File: config.mk
export PLATFORM = sky130hd
export DESIGN_NAME = spiking_neuron_update_flat
export DESIGN_NICKNAME = d
export VERILOG_FILES = /design/src/hw/rtl/snu_pkg.sv /design/src/hw/rtl/snu_if.sv /design/src/hw/rtl/snu_mul.sv /design/src/hw/rtl/spiking_neuron_update.sv /design/src/flat_wrapper.sv
export SDC_FILE = /design/constraint.sdc
export NUM_CORES = 2
export LEC_CHECK = 0
export ABC_AREA = 1
export BUFFER_PORTS_ARGS = -buffer_cell sky130_fd_sc_hd__buf_2
export CORE_UTILIZATION = 60
export DETAILED_ROUTE_END_ITERATION = 12
export PLACE_DENSITY = 0.76
export SLEW_MARGIN = 5
export SYNTH_ARGS = -nofsm -noshare
export SYNTH_HDL_FRONTEND = slang
export SYNTH_SLANG_ARGS = --single-unit
File: constraint.sdc
create_clock -name clk -period 15.1 [get_ports clk]
set_input_delay 1.51 -clock clk [delete_from_list [all_inputs] [get_ports clk]]
set_output_delay 1.51 -clock clk [all_outputs]
set_load 0.1 [all_outputs]
File: src/hw/rtl/snu_pkg.sv
// Shared types, codes and helpers for the spiking neuron update block.
// No dependencies; every other file of the block uses this package.
package snu_pkg;

  // Field and register widths fixed by the interface.
  localparam int REQ_W    = 2;
  localparam int CUR_W    = 24;
  localparam int POT_W    = 32;
  localparam int RATE_W   = 17;
  localparam int SENS_W   = 17;
  localparam int RPOT_W   = 24;
  localparam int JUMP_W   = 22;
  localparam int BIAS_W   = 24;
  localparam int CFG_W    = 24;
  localparam int CFG_IDX_W = 3;

  // Shared multiplier: 33-bit signed operands cover the potential, the
  // recovery difference and every coefficient.
  localparam int OP_W   = 33;
  localparam int PROD_W = 2 * OP_W;

  typedef enum logic [REQ_W-1:0] {
    REQ_ADVANCE = 2'd0,
    REQ_LOAD    = 2'd1,
    REQ_RESTART = 2'd2
  } req_t;

  localparam logic [CFG_IDX_W-1:0] CFG_RATE  = 3'd0;
  localparam logic [CFG_IDX_W-1:0] CFG_SENS  = 3'd1;
  localparam logic [CFG_IDX_W-1:0] CFG_RPOT  = 3'd2;
  localparam logic [CFG_IDX_W-1:0] CFG_JUMP  = 3'd3;
  localparam logic [CFG_IDX_W-1:0] CFG_BIAS  = 3'd4;

  typedef enum logic [12:0] {
    ST_IDLE   = 13'b0000000000001,
    ST_H_SQ   = 13'b0000000000010,
    ST_H_SQS  = 13'b0000000000100,
    ST_H_Q    = 13'b0000000001000,
    ST_H_V    = 13'b0000000010000,
    ST_R_BV   = 13'b0000000100000,
    ST_R_DIFF = 13'b0000001000000,
    ST_R_A    = 13'b0000010000000,
    ST_R_U    = 13'b0000100000000,
    ST_SPIKE  = 13'b0001000000000,
    ST_RS_MUL = 13'b0010000000000,
    ST_RS_U   = 13'b0100000000000,
    ST_DONE   = 13'b1000000000000
  } state_t;

  // Clamp a wide signed value to the signed 32-bit range.
  function automatic logic signed [POT_W-1:0] sat32(input logic signed [PROD_W-1:0] x);
    logic signed [PROD_W-1:0] hi;
    logic signed [PROD_W-1:0] lo;
    hi = PROD_W'(64'sd2147483647);
    lo = -PROD_W'(64'sd2147483648);
    if (x > hi) begin
      sat32 = 32'sh7fffffff;
    end else if (x < lo) begin
      sat32 = 32'sh80000000;
    end else begin
      sat32 = x[POT_W-1:0];
    end
  endfunction

endpackage

File: src/hw/rtl/snu_if.sv
// Handshake channels of the spiking neuron update block: requests in,
// potential and spike flag out. Depends on snu_pkg for field widths.
interface snu_in_if;
  logic                              valid;
  logic                              ready;
  logic [snu_pkg::REQ_W-1:0]         req_type;
  logic signed [snu_pkg::CUR_W-1:0]  current_value;

  modport source (output valid, output req_type, output current_value, input ready);
  modport sink   (input valid, input req_type, input current_value, output ready);
endinterface

interface snu_out_if;
  logic                              valid;
  logic                              ready;
  logic signed [snu_pkg::POT_W-1:0]  potential;
  logic                              fired;

  modport source (output valid, output potential, output fired, input ready);
  modport sink   (input valid, input potential, input fired, output ready);
endinterface

File: src/hw/rtl/snu_mul.sv
// Shared signed multiplier with a registered product and a floor shift
// by the fraction width. Depends on snu_pkg for operand widths.
module snu_mul #(
  parameter int FRAC_BITS = 16
) (
  input  logic                               clk,
  input  logic signed [snu_pkg::OP_W-1:0]    a,
  input  logic signed [snu_pkg::OP_W-1:0]    b,
  output logic signed [snu_pkg::PROD_W-1:0]  q
);
  import snu_pkg::*;

  logic signed [PROD_W-1:0] prod;

  always_ff @(posedge clk) begin
    prod <= a * b;
  end

  // Arithmetic shift of a two's complement value rounds toward minus infinity.
  assign q = prod >>> FRAC_BITS;

endmodule

File: src/hw/rtl/spiking_neuron_update.sv
// Top level of the spiking neuron update block: sequencer, neuron state
// and configuration registers. Depends on snu_pkg, snu_if and snu_mul.
//
// Usage. Requests arrive as words on in_ch: req_type 0 advances the neuron by
// one millisecond, 1 loads current_value as the drive current, 2 restarts the
// neuron from the configuration registers, and 3 leaves the state alone. Each
// request answers with exactly one word on out_ch carrying the membrane
// potential and the spike flag after the request.
// Timing. All multiplications go through one shared multiplier with a
// registered product, so each product is issued and read in separate states.
// An advance runs two half-steps of the potential, the recovery update, the
// spike test and the output hand-over; a restart runs a product, the state
// update and the hand-over, and a load or no-op goes straight to the hand-over.
// in_ch.ready is high only while the sequencer is idle, so no new request is
// taken until the last one has been handed to the output register.
// Stalls. The result sits in an output register; a new request is accepted
// while an earlier word still waits, and the sequencer holds its finished
// result until the output register is free.
// Reset. rst is synchronous and active high. It loads the default
// coefficients and puts the neuron in its restart state; no clearing pass.
// Configuration writes via cfg_write/cfg_index/cfg_data are taken at any edge
// and are meant to be issued only while the block is idle.
module spiking_neuron_update #(
  parameter int FRAC_BITS = 16
) (
  input  logic                                  clk,
  input  logic                                  rst,
  input  logic                                  cfg_write,
  input  logic [snu_pkg::CFG_IDX_W-1:0]         cfg_index,
  input  logic [snu_pkg::CFG_W-1:0]             cfg_data,
  snu_in_if.sink                                in_ch,
  snu_out_if.source                             out_ch
);
  import snu_pkg::*;

  // Fixed-point constants follow the fraction width.
  localparam longint ONE_Q = 64'sd1 << FRAC_BITS;
  localparam logic signed [OP_W-1:0]   K_004 = OP_W'((4 * ONE_Q + 50) / 100);
  localparam logic signed [PROD_W-1:0] K_140 = PROD_W'(140 * ONE_Q);
  localparam logic signed [PROD_W-1:0] K_30  = PROD_W'(30 * ONE_Q);

  // Register defaults, truncated to the register widths.
  localparam logic [RATE_W-1:0]        RST_RATE = RATE_W'((2 * ONE_Q + 50) / 100);
  localparam logic [SENS_W-1:0]        RST_SENS = SENS_W'((20 * ONE_Q + 50) / 100);
  localparam logic signed [RPOT_W-1:0] RST_RPOT = RPOT_W'(-(65 * ONE_Q));
  localparam logic [JUMP_W-1:0]        RST_JUMP = JUMP_W'(8 * ONE_Q);
  localparam longint RST_BC =
    (longint'(RST_SENS) * longint'(RST_RPOT)) >>> FRAC_BITS;
  localparam logic signed [POT_W-1:0]  RST_REC = sat32(PROD_W'(RST_BC));

  // Configuration registers.
  logic [RATE_W-1:0]        recovery_rate;
  logic [SENS_W-1:0]        recovery_sensitivity;
  logic signed [RPOT_W-1:0] reset_potential;
  logic [JUMP_W-1:0]        recovery_jump;
  logic signed [BIAS_W-1:0] bias_current;

  // Neuron state.
  logic signed [POT_W-1:0]  membrane_potential;
  logic signed [POT_W-1:0]  recovery_level;
  logic                     spike_flag;
  logic signed [POT_W-1:0]  drive_current;

  // Sequencer and intermediate values.
  state_t                   state;
  logic                     second_half;
  logic signed [PROD_W-1:0] half_base;
  logic signed [POT_W-1:0]  square;
  logic signed [OP_W-1:0]   rec_diff;

  // Output register.
  logic                     out_valid;
  logic signed [POT_W-1:0]  out_potential;
  logic                     out_fired;

  // Shared multiplier.
  logic signed [OP_W-1:0]   mul_a;
  logic signed [OP_W-1:0]   mul_b;
  logic signed [PROD_W-1:0] mul_q;

  logic signed [PROD_W-1:0] half_sum;
  logic signed [POT_W-1:0]  potential_half_next;
  logic                     out_free;
  logic                     in_take;

  snu_mul #(
    .FRAC_BITS(FRAC_BITS)
  ) u_mul (
    .clk(clk),
    .a  (mul_a),
    .b  (mul_b),
    .q  (mul_q)
  );

  // The operands are chosen by the state that issues each product; the
  // product is read in the state that follows.
  always_comb begin
    mul_a = '0;
    mul_b = '0;
    case (state)
      ST_H_SQ: begin
        mul_a = OP_W'(membrane_potential);
        mul_b = OP_W'(membrane_potential);
      end
      ST_H_Q: begin
        mul_a = OP_W'(square);
        mul_b = K_004;
      end
      ST_R_BV: begin
        mul_a = $signed({{(OP_W - SENS_W){1'b0}}, recovery_sensitivity});
        mul_b = OP_W'(membrane_potential);
      end
      ST_R_A: begin
        mul_a = $signed({{(OP_W - RATE_W){1'b0}}, recovery_rate});
        mul_b = rec_diff;
      end
      ST_RS_MUL: begin
        mul_a = $signed({{(OP_W - SENS_W){1'b0}}, recovery_sensitivity});
        mul_b = OP_W'(reset_potential);
      end
      default: begin
        mul_a = '0;
        mul_b = '0;
      end
    endcase
  end

  // End of a half-step: the quadratic term joins the precomputed linear
  // terms, and half of the sum is added to the potential.
  assign half_sum            = mul_q + half_base;
  assign potential_half_next = sat32(PROD_W'(membrane_potential) + (half_sum >>> 1));

  assign out_free = !out_valid || out_ch.ready;
  assign in_take  = in_ch.valid && in_ch.ready;

  assign in_ch.ready      = (state == ST_IDLE);
  assign out_ch.valid     = out_valid;
  assign out_ch.potential = out_potential;
  assign out_ch.fired     = out_fired;

  always_ff @(posedge clk) begin
    if (rst) begin
      recovery_rate        <= RST_RATE;
      recovery_sensitivity <= RST_SENS;
      reset_potential      <= RST_RPOT;
      recovery_jump        <= RST_JUMP;
      bias_current         <= '0;
    end else if (cfg_write) begin
      case (cfg_index)
        CFG_RATE: recovery_rate        <= cfg_data[RATE_W-1:0];
        CFG_SENS: recovery_sensitivity <= cfg_data[SENS_W-1:0];
        CFG_RPOT: reset_potential      <= $signed(cfg_data[RPOT_W-1:0]);
        CFG_JUMP: recovery_jump        <= cfg_data[JUMP_W-1:0];
        CFG_BIAS: bias_current         <= $signed(cfg_data[BIAS_W-1:0]);
        default: begin
        end
      endcase
    end
  end

  always_ff @(posedge clk) begin
    if (rst) begin
      state              <= ST_IDLE;
      second_half        <= 1'b0;
      out_valid          <= 1'b0;
      membrane_potential <= POT_W'(RST_RPOT);
      recovery_level     <= RST_REC;
      spike_flag         <= 1'b0;
      drive_current      <= '0;
    end else begin
      // In the done state the output register is refilled below instead.
      if (out_valid && out_ch.ready && state != ST_DONE) begin
        out_valid <= 1'b0;
      end
      case (state)
        ST_IDLE: begin
          if (in_take) begin
            case (in_ch.req_type)
              REQ_ADVANCE: begin
                second_half <= 1'b0;
                state       <= ST_H_SQ;
              end
              REQ_LOAD: begin
                drive_current <= POT_W'(in_ch.current_value);
                state         <= ST_DONE;
              end
              REQ_RESTART: begin
                state <= ST_RS_MUL;
              end
              default: begin
                state <= ST_DONE;
              end
            endcase
          end
        end
        ST_H_SQ: begin
          // Linear part of the half-step while the square is formed.
          half_base <= (PROD_W'(membrane_potential) <<< 2) + PROD_W'(membrane_potential)
                       + K_140 - PROD_W'(recovery_level) + PROD_W'(drive_current);
          state     <= ST_H_SQS;
        end
        ST_H_SQS: begin
          square <= sat32(mul_q);
          state  <= ST_H_Q;
        end
        ST_H_Q: begin
          state <= ST_H_V;
        end
        ST_H_V: begin
          membrane_potential <= potential_half_next;
          second_half        <= 1'b1;
          state              <= second_half ? ST_R_BV : ST_H_SQ;
        end
        ST_R_BV: begin
          state <= ST_R_DIFF;
        end
        ST_R_DIFF: begin
          rec_diff <= OP_W'(sat32(mul_q)) - OP_W'(recovery_level);
          state    <= ST_R_A;
        end
        ST_R_A: begin
          state <= ST_R_U;
        end
        ST_R_U: begin
          recovery_level <= sat32(PROD_W'(recovery_level) + mul_q);
          state          <= ST_SPIKE;
        end
        ST_SPIKE: begin
          if (PROD_W'(membrane_potential) > K_30) begin
            spike_flag         <= 1'b1;
            membrane_potential <= POT_W'(reset_potential);
            recovery_level     <= sat32(PROD_W'(recovery_level)
                                        + $signed({{(PROD_W - JUMP_W){1'b0}}, recovery_jump}));
          end else begin
            spike_flag    <= 1'b0;
            drive_current <= POT_W'(bias_current);
          end
          state <= ST_DONE;
        end
        ST_RS_MUL: begin
          state <= ST_RS_U;
        end
        ST_RS_U: begin
          membrane_potential <= POT_W'(reset_potential);
          recovery_level     <= sat32(mul_q);
          spike_flag         <= 1'b0;
          drive_current      <= POT_W'(bias_current);
          state              <= ST_DONE;
        end
        ST_DONE: begin
          // Hand the result over once the output register is free.
          if (out_free) begin
            out_valid     <= 1'b1;
            out_potential <= membrane_potential;
            out_fired     <= spike_flag;
            state         <= ST_IDLE;
          end
        end
        default: begin
          state <= ST_IDLE;
        end
      endcase
    end
  end

endmodule
File: src/flat_wrapper.sv
// flat-port wrapper written by rule: the top's interface ports become plain ports
module spiking_neuron_update_flat import snu_pkg::*;
#(
  parameter int FRAC_BITS = 16
)
  (clk, rst, cfg_write, cfg_index, cfg_data, in_ch_valid, in_ch_req_type, in_ch_current_value, in_ch_ready, out_ch_valid, out_ch_potential, out_ch_fired, out_ch_ready);
  snu_in_if in_ch_i ();
  snu_out_if out_ch_i ();
  input  logic clk;
  input  logic rst;
  input  logic cfg_write;
  input  logic [snu_pkg::CFG_IDX_W-1:0] cfg_index;
  input  logic [snu_pkg::CFG_W-1:0] cfg_data;
  input wire logic [$bits(in_ch_i.valid)-1:0] in_ch_valid;
  input wire logic [$bits(in_ch_i.req_type)-1:0] in_ch_req_type;
  input wire logic [$bits(in_ch_i.current_value)-1:0] in_ch_current_value;
  output wire logic [$bits(in_ch_i.ready)-1:0] in_ch_ready;
  output wire logic [$bits(out_ch_i.valid)-1:0] out_ch_valid;
  output wire logic [$bits(out_ch_i.potential)-1:0] out_ch_potential;
  output wire logic [$bits(out_ch_i.fired)-1:0] out_ch_fired;
  input wire logic [$bits(out_ch_i.ready)-1:0] out_ch_ready;
  assign in_ch_i.valid = in_ch_valid;
  assign in_ch_i.req_type = in_ch_req_type;
  assign in_ch_i.current_value = in_ch_current_value;
  assign in_ch_ready = in_ch_i.ready;
  assign out_ch_valid = out_ch_i.valid;
  assign out_ch_potential = out_ch_i.potential;
  assign out_ch_fired = out_ch_i.fired;
  assign out_ch_i.ready = out_ch_ready;
  spiking_neuron_update #(.FRAC_BITS(FRAC_BITS)) u_core (.clk(clk), .rst(rst), .cfg_write(cfg_write), .cfg_index(cfg_index), .cfg_data(cfg_data), .in_ch(in_ch_i), .out_ch(out_ch_i));
endmodule
# Word level (Yosys, flattened, before mapping)
# Index checks and enable logic that the tools add are counted.
dict set report op_classes {
  add_sub_neg 9
  multipliers 1
  order_cmp 9
  n_eq_ne 26
  n_mux 33
  n_bitwise 1
  reduce_logical 29
}
# cell count
set op_table {}
lappend op_table {{two-way mux 32 bit} 15}
lappend op_table {{case mux 32 bit (3 select lines)} 3}
lappend op_table {{case mux 33 bit (4 select lines)} 2}
lappend op_table {{> comparator 66 x 32 -> 1 bit (second input constant)} 3}
lappend op_table {{< comparator 66 x 32 -> 1 bit (second input constant)} 3}
lappend op_table {{case mux 13 bit (12 select lines)} 1}
lappend op_table {{adder 32 x 65 -> 66 bit} 1}
lappend op_table {{adder 50 x 66 -> 66 bit} 1}
lappend op_table {{adder 66 x 25 -> 66 bit (second input constant)} 1}
lappend op_table {{adder 66 x 32 -> 66 bit} 1}
lappend op_table {{multiplier 33 x 33 -> 66 bit} 1}
lappend op_table {{subtractor 66 x 32 -> 66 bit} 1}
lappend op_table {{adder 32 x 50 -> 51 bit} 1}
lappend op_table {{> comparator 50 x 32 -> 1 bit (second input constant)} 1}
lappend op_table {{< comparator 50 x 32 -> 1 bit (second input constant)} 1}
lappend op_table {{adder 34 x 32 -> 35 bit} 1}
lappend op_table {{adder 32 x 23 -> 33 bit} 1}
lappend op_table {{subtractor 32 x 32 -> 33 bit} 1}
lappend op_table {{> comparator 32 x 22 -> 1 bit (second input constant)} 1}
lappend op_table {{two-way mux 13 bit} 2}
lappend op_table {{case mux 13 bit (2 select lines)} 1}
lappend op_table {{AND reduction 2 bit} 11}
lappend op_table {{equality test 13 x 1 -> 1 bit (second input constant)} 1}
lappend op_table {{equality test 13 x 10 -> 1 bit (second input constant)} 1}
lappend op_table {{other kinds (33)} 52}
dict set report word_totals {
  ff_bits 446
  elab_cells 126
}

# Logic depth before layout (Yosys ltp)
dict set report depth {
  depth_word 6
  ltp_mapped 42
  mapped_depth_nobuf 40
}

# Hierarchy
# A second synthesis with hierarchy kept.
dict set report unflattened {
  hier_cells 11348
  hier_area_um2 79523.8
}
# mod instances cells_per_inst area_each_um2 seq_area_each_um2
set by_module_without_submodules {}
lappend by_module_without_submodules {snu_mul 1 5396 42209.2 1001.0}
lappend by_module_without_submodules {spiking_neuron_update 1 5952 37314.5 8247.9}

# Worst setup path before layout
# OpenSTA, ideal clock, no wires.
dict set report synth_path {
  path_type {register to register}
  startpoint {reg u_core.membrane_potential[31]}
  endpoint {reg u_core.u_mul.prod[57]}
  setup_time_ps 112
  arrival_ps 8288
  required_ps 14988
  setup_slack_ps 6700
  path_stages_with_launch 28
  n_path_buf 1
  synth_period_minus_slack_ps 8400
  cell_sequence {dfxtp_1 nand2_1 o21ai_0 clkinv_1 clkbuf_1 nor2_1 fa_1 inv_1 fa_1 fa_1 inv_1 fa_1 inv_1 fa_1 fa_1 fa_1 fa_1 inv_1 ha_1 nand2_1 nor2_1 inv_1 nor2_1 inv_1 nor4_1 nand2_1 nand3_1 nand2_1}
}
dict set report synth_between {
  elab_chain_cells 2
}
# item line
set synth_rtl {}
lappend synth_rtl {{start: declaration} spiking_neuron_update.sv:59} ;# logic signed [POT_W-1:0] membrane_potential;
lappend synth_rtl {{start signal: assignment} spiking_neuron_update.sv:166} ;# membrane_potential <= POT_W'(RST_RPOT);
lappend synth_rtl {{start signal: assignment} spiking_neuron_update.sv:210} ;# membrane_potential <= potential_half_next;
lappend synth_rtl {{start signal: assignment} spiking_neuron_update.sv:231} ;# membrane_potential <= POT_W'(reset_potential);
lappend synth_rtl {{case mux 33 bit (4 select lines)} spiking_neuron_update.sv:100} ;# case (state)
lappend synth_rtl {{multiplier 33 x 33 -> 66 bit *} snu_mul.sv:16} ;# prod <= a * b;
lappend synth_rtl {{end signal: assignment} snu_mul.sv:16}
lappend synth_rtl {{end: declaration} snu_mul.sv:13} ;# logic signed [PROD_W-1:0] prod;
# Every way passes the cells marked *; elsewhere a longest branch is shown, timed or not.
# A chain may end at the register's enable or synchronous reset.

# Worst setup path in the final report
dict set report layout_path {
  startpoint {reg u_core.state[4]}
  endpoint {reg u_core.u_mul.prod[57]}
}
dict set report layout_between {
  elab_chain_cells 4
}
# item line
set layout_rtl {}
lappend layout_rtl {{start: declaration} spiking_neuron_update.sv:65} ;# state_t state;
lappend layout_rtl {{start signal: assignment} spiking_neuron_update.sv:212} ;# state <= second_half ? ST_R_BV : ST_H_SQ;
lappend layout_rtl {{equality test 13 x 6 -> 1 bit (tied with other cells)} spiking_neuron_update.sv:100}
lappend layout_rtl {{OR reduction 2 bit (no line)} --}
lappend layout_rtl {{case mux 33 bit (4 select lines)} spiking_neuron_update.sv:100}
lappend layout_rtl {{multiplier 33 x 33 -> 66 bit *} snu_mul.sv:16}
# Marked as above.

==> key figures <==
Routing
  • Count of unresolved DRC violations after routing: 0
  • Number of design-rule violations left by the first detailed-router iteration: 7985
  • Wire length per cell: 24.98 um
  • Total via count after detailed routing: 72.12k
  • Number of optimization iterations in the first detailed-route pass: 9
  • Post-route ant nets: 0
  • Vias per std cell: 5.987
  • WL final: 300900 um

Place
  • Setup WS pre-CTS: 4264 ps
  • Placed Cells: 11.94k
  • Post-detailed-placement half-perimeter wirelength: 247400 um
  • Port Buf Inserts: 92
  • Total cell area at the placement stage: 78710 um2
  • RePlAce Congestion: 1.086

Logic synthesis
  • Async SR Flop Fraction: 0%
  • Post-Synth XOR/XNOR Area: 3.466%
  • EDFF count, synth: 164
  • Cell taking the most area after synthesis: sky130_fd_sc_hd__fa_1
  • Number of standard cells after synthesis: 10.31k
  • Sequential cell area fraction in the yosys report: 13.27%
  • Synthesized-area fraction occupied by ao, oa, aoi and oai cells: 9.827%
  • Post-Synth Adder-Cell Area: 39.65%
  • Dominant synthesized flop cell: sky130_fd_sc_hd__dfxtp_1
  • Synth Net Count: 12.08k
  • Area contributors post-synth: sky130_fd_sc_hd__fa_1 (31%), sky130_fd_sc_hd__nand2_1 (12%), sky130_fd_sc_hd__inv_1 (11%)
  • Basic-gate share of the synthesized area counting and, or, nand and nor cells: 21.53%
  • Largest family of logic cells by synthesized area: adder cells
  • Library cell with the highest instance count after synthesis: sky130_fd_sc_hd__nand2_1
  • Number of distinct library cell variants in the gate-level netlist after synthesis: 66
  • Commonest cells post-synth: sky130_fd_sc_hd__nand2_1 (2398), sky130_fd_sc_hd__inv_1 (2154), sky130_fd_sc_hd__nor2_1 (1166)
  • Count of state elements after synthesis: 422
  • Yosys Warn Count: 0
  • Total standard cell area after synthesis: 76030 um2
  • Average size of a mapped cell: 7.372 um2
  • Top-area cell type share of the netlist area: 30.59%
  • Mux cell area share after synthesis: 0%

Global route
  • Largest net degree at the start of global routing: 69
  • Wire length of the first global-routing pass: 448200 um
  • Congestion Overflow GR: 0
  • Global routing usage on met1: 56.21%
  • Met2 track demand over resource: 72.15%
  • Vias in the first global route: 73.28k
  • Initial antenna violation count: 23
  • Total global routing track utilization: 47.39%
  • Met3 routing resource usage after global routing: 15.21%
  • Highest-utilization routing layer at the global route stage: met2

Timing
  • Worst-case headroom to the max-slew limit: 6.159%
  • Final number of hold-violating endpoints: 0
  • Max Slew Vio Count: 0
  • Worst-margin pin slew: 1393 ps
  • Total Neg Setup Slack: 0 ps
  • Highest clock frequency the design can meet: 90.02 MHz
  • Min Tclk post-route: 11110 ps
  • Worst hold-check slack: 461.7 ps
  • Final count of negative-setup-slack endpoints: 0
  • Worst Slack Setup Final: 3992 ps
  • Period utilization: 73.57%
  • Final setup skew: 64.07 ps
  • Setup repair after global routing missed its margin: false

Clocking
  • Later-pin clock latency in the skew report: 650 ps
  • CTS sink count: 422
  • Clk root buf: sky130_fd_sc_hd__clkbuf_16
  • H-tree Lvls: 2
  • Post-CTS Hold Buffers: 0
  • Count of instances resized after the clock tree is built: 0
  • Total setup buffers inserted after CTS: 0
  • Total clock buffers created by CTS: 48
  • Maximum root-to-sink buffer count: 3
  • Post-CTS clock slew at the launch and capture registers of the worst setup and hold paths: 70 ps
  • TritonCTS clock tree: yes

Final layout
  • Area overhead of the layout relative to synthesis: 5.722%
  • Fin nets: 12.11k
  • Number of cells in the finished layout apart from fillers: 12.05k
  • Design Area, Final: 80380 um2
  • Layout cells sized above 1: 4.087%
  • Final core area utilization: 63.93%

Critical path
  • Highest-delay cell along the critical path: sky130_fd_sc_hd__o21ai_1
  • CP startpoint kind: flip-flop
  • CP peak stage delay: 960 ps
  • Endpoint required time on the critical path: 15640 ps
  • Crit path kind: flip-flop to flip-flop
  • Maximum fanout along the worst path: 29
  • Arrival @ worst endpoint: 11650 ps
  • Worst path most repeated cell: sky130_fd_sc_hd__fa_1
  • Category of the worst setup path capture point: flip-flop

Flow run
  • Number of max-cap violations: 0

Floorplan
  • Boundary Pins: 93
  • Horizontal die dimension: 358.0 um
  • Core area: 125700 um2
  • Die outline height: 358.0 um
  • Die ar.: 128200 um2
  • Starting density of the core: 60.47%
  • Std cell rows: 130

Run status
  • Result of the run: completed

Power and ir drop
  • Relative contribution of combinational cells to total power: 42.6%
  • Power per cell area: 55.02 nW/um2
  • Clock share of power: 27.8%
  • Psw: 1.889 mW
  • Net Sw Frac: 42.71%
  • Internal power: 2.534 mW
  • Design Power: 4.422 mW
  • Cell leakage power: 41.59 nW
  • Power share of the sequential group: 29.6%
  • Worst ir drop on vdd: 0.09282 mV

Hold path
  • Min-delay worst type: flip-flop to flip-flop
-- worst max-delay path, delay by kind of cell, from the launching register on --
family,cells,cell delay (ps)
AOI/OAI and AO/OA,6,2180
buffers and inverters,7,1470
DFF,1,320
and+or+nand+nor,9,1990
adders and majority gates,9,4990
-- power groups by stage --
stage | registers [mW] | clock network [mW] | logic [mW]
2_1_floorplan | 1.32 | 0 | 1.24
3_3_place_gp | 1.33 | 0 | 1.78
3_5_place_dp | 1.33 | 0 | 1.80
4_1_cts | 1.31 | 1.23 | 1.81
5_1_grt | 1.31 | 1.27 | 2.04
6_report | 1.31 | 1.23 | 1.88
-- placed cells by master, fill, tap and decap left out, types with 145 or more instances in the layout --
cell                          n
sky130_fd_sc_hd__nand3_1    287
sky130_fd_sc_hd__dfxtp_1    257
sky130_fd_sc_hd__buf_4      145
sky130_fd_sc_hd__xor2_1     197
sky130_fd_sc_hd__inv_1     2153
sky130_fd_sc_hd__nor2_1    1160
sky130_fd_sc_hd__nand2_1   2398
sky130_fd_sc_hd__fa_1      1162
sky130_fd_sc_hd__ha_1       550
sky130_fd_sc_hd__o21ai_0    349
sky130_fd_sc_hd__edfxtp_1   164
sky130_fd_sc_hd__a21oi_1    611
-- kinds of logic (layout without fill, tap and decap cells) --
group	count (synthesis)	after routing
AOI/OAI and AO/OA	1327	1327
xor gates and xnor gates	300	300
adders and majority gates	1712	1712
buffers and inverters	2457	2518
DFF	422	422
other	0	21
and+or+nand+nor	4096	4096
-- sequential cells by signal (all words and copies together), names as in the netlist --
| register | cells |
|---|---|
| u_core.out_ch.potential | 32 |
| u_core.reset_potential | 24 |
| u_core.recovery_jump | 22 |
| u_core.state | 13 |
| u_core.half_base | 66 |
| u_core.out_ch.fired | 1 |
| u_core.drive_current | 24 |
| u_core.recovery_rate | 17 |
| u_core.square | 32 |
| u_core.u_mul.prod | 50 |
| u_core.second_half | 1 |
| u_core.bias_current | 24 |
| u_core.rec_diff | 33 |
| u_core.recovery_sensitivity | 17 |
| u_core.out_ch.valid | 1 |
| u_core.membrane_potential | 32 |
| u_core.spike_flag | 1 |
| u_core.recovery_level | 32 |
-- metal layers --
| layer | up-vias | part of all wire, % | wire, um |
|---|---|---|---|
| met5 | - | 0.019 | 57 |
| met4 | 8 | 9.1 | 27420 |
| met3 | 1400 | 13 | 38470 |
| met2 | 4714 | 43 | 129800 |
| met1 | 34290 | 35 | 105200 |
| li1 | 31710 | - | - |
-- area by class of cell --
class	count	area [um2]
timing repair buffer	236	1544
tap	1650	2064
antenna	21	52.55
clock buffer	59	1294
clock inverter	29	324.1
sequential	422	10090
multi-input combinational	7435	56770
fill	11320	45350
inverter	2194	8240
-- worst paths after layout --
kind                                         start                     to  slack [ps]  cells after the start
worst max-delay path               u_core.state[4]  u_core.u_mul.prod[57]        3990                     31
worst min-delay path            u_core.second_half     u_core.second_half         460                      2
worst max register to register     u_core.state[4]  u_core.u_mul.prod[57]        3990                     31
worst min register to register  u_core.second_half     u_core.second_half         460                      2
No activity file was read; power rests on OpenSTA's default activity.
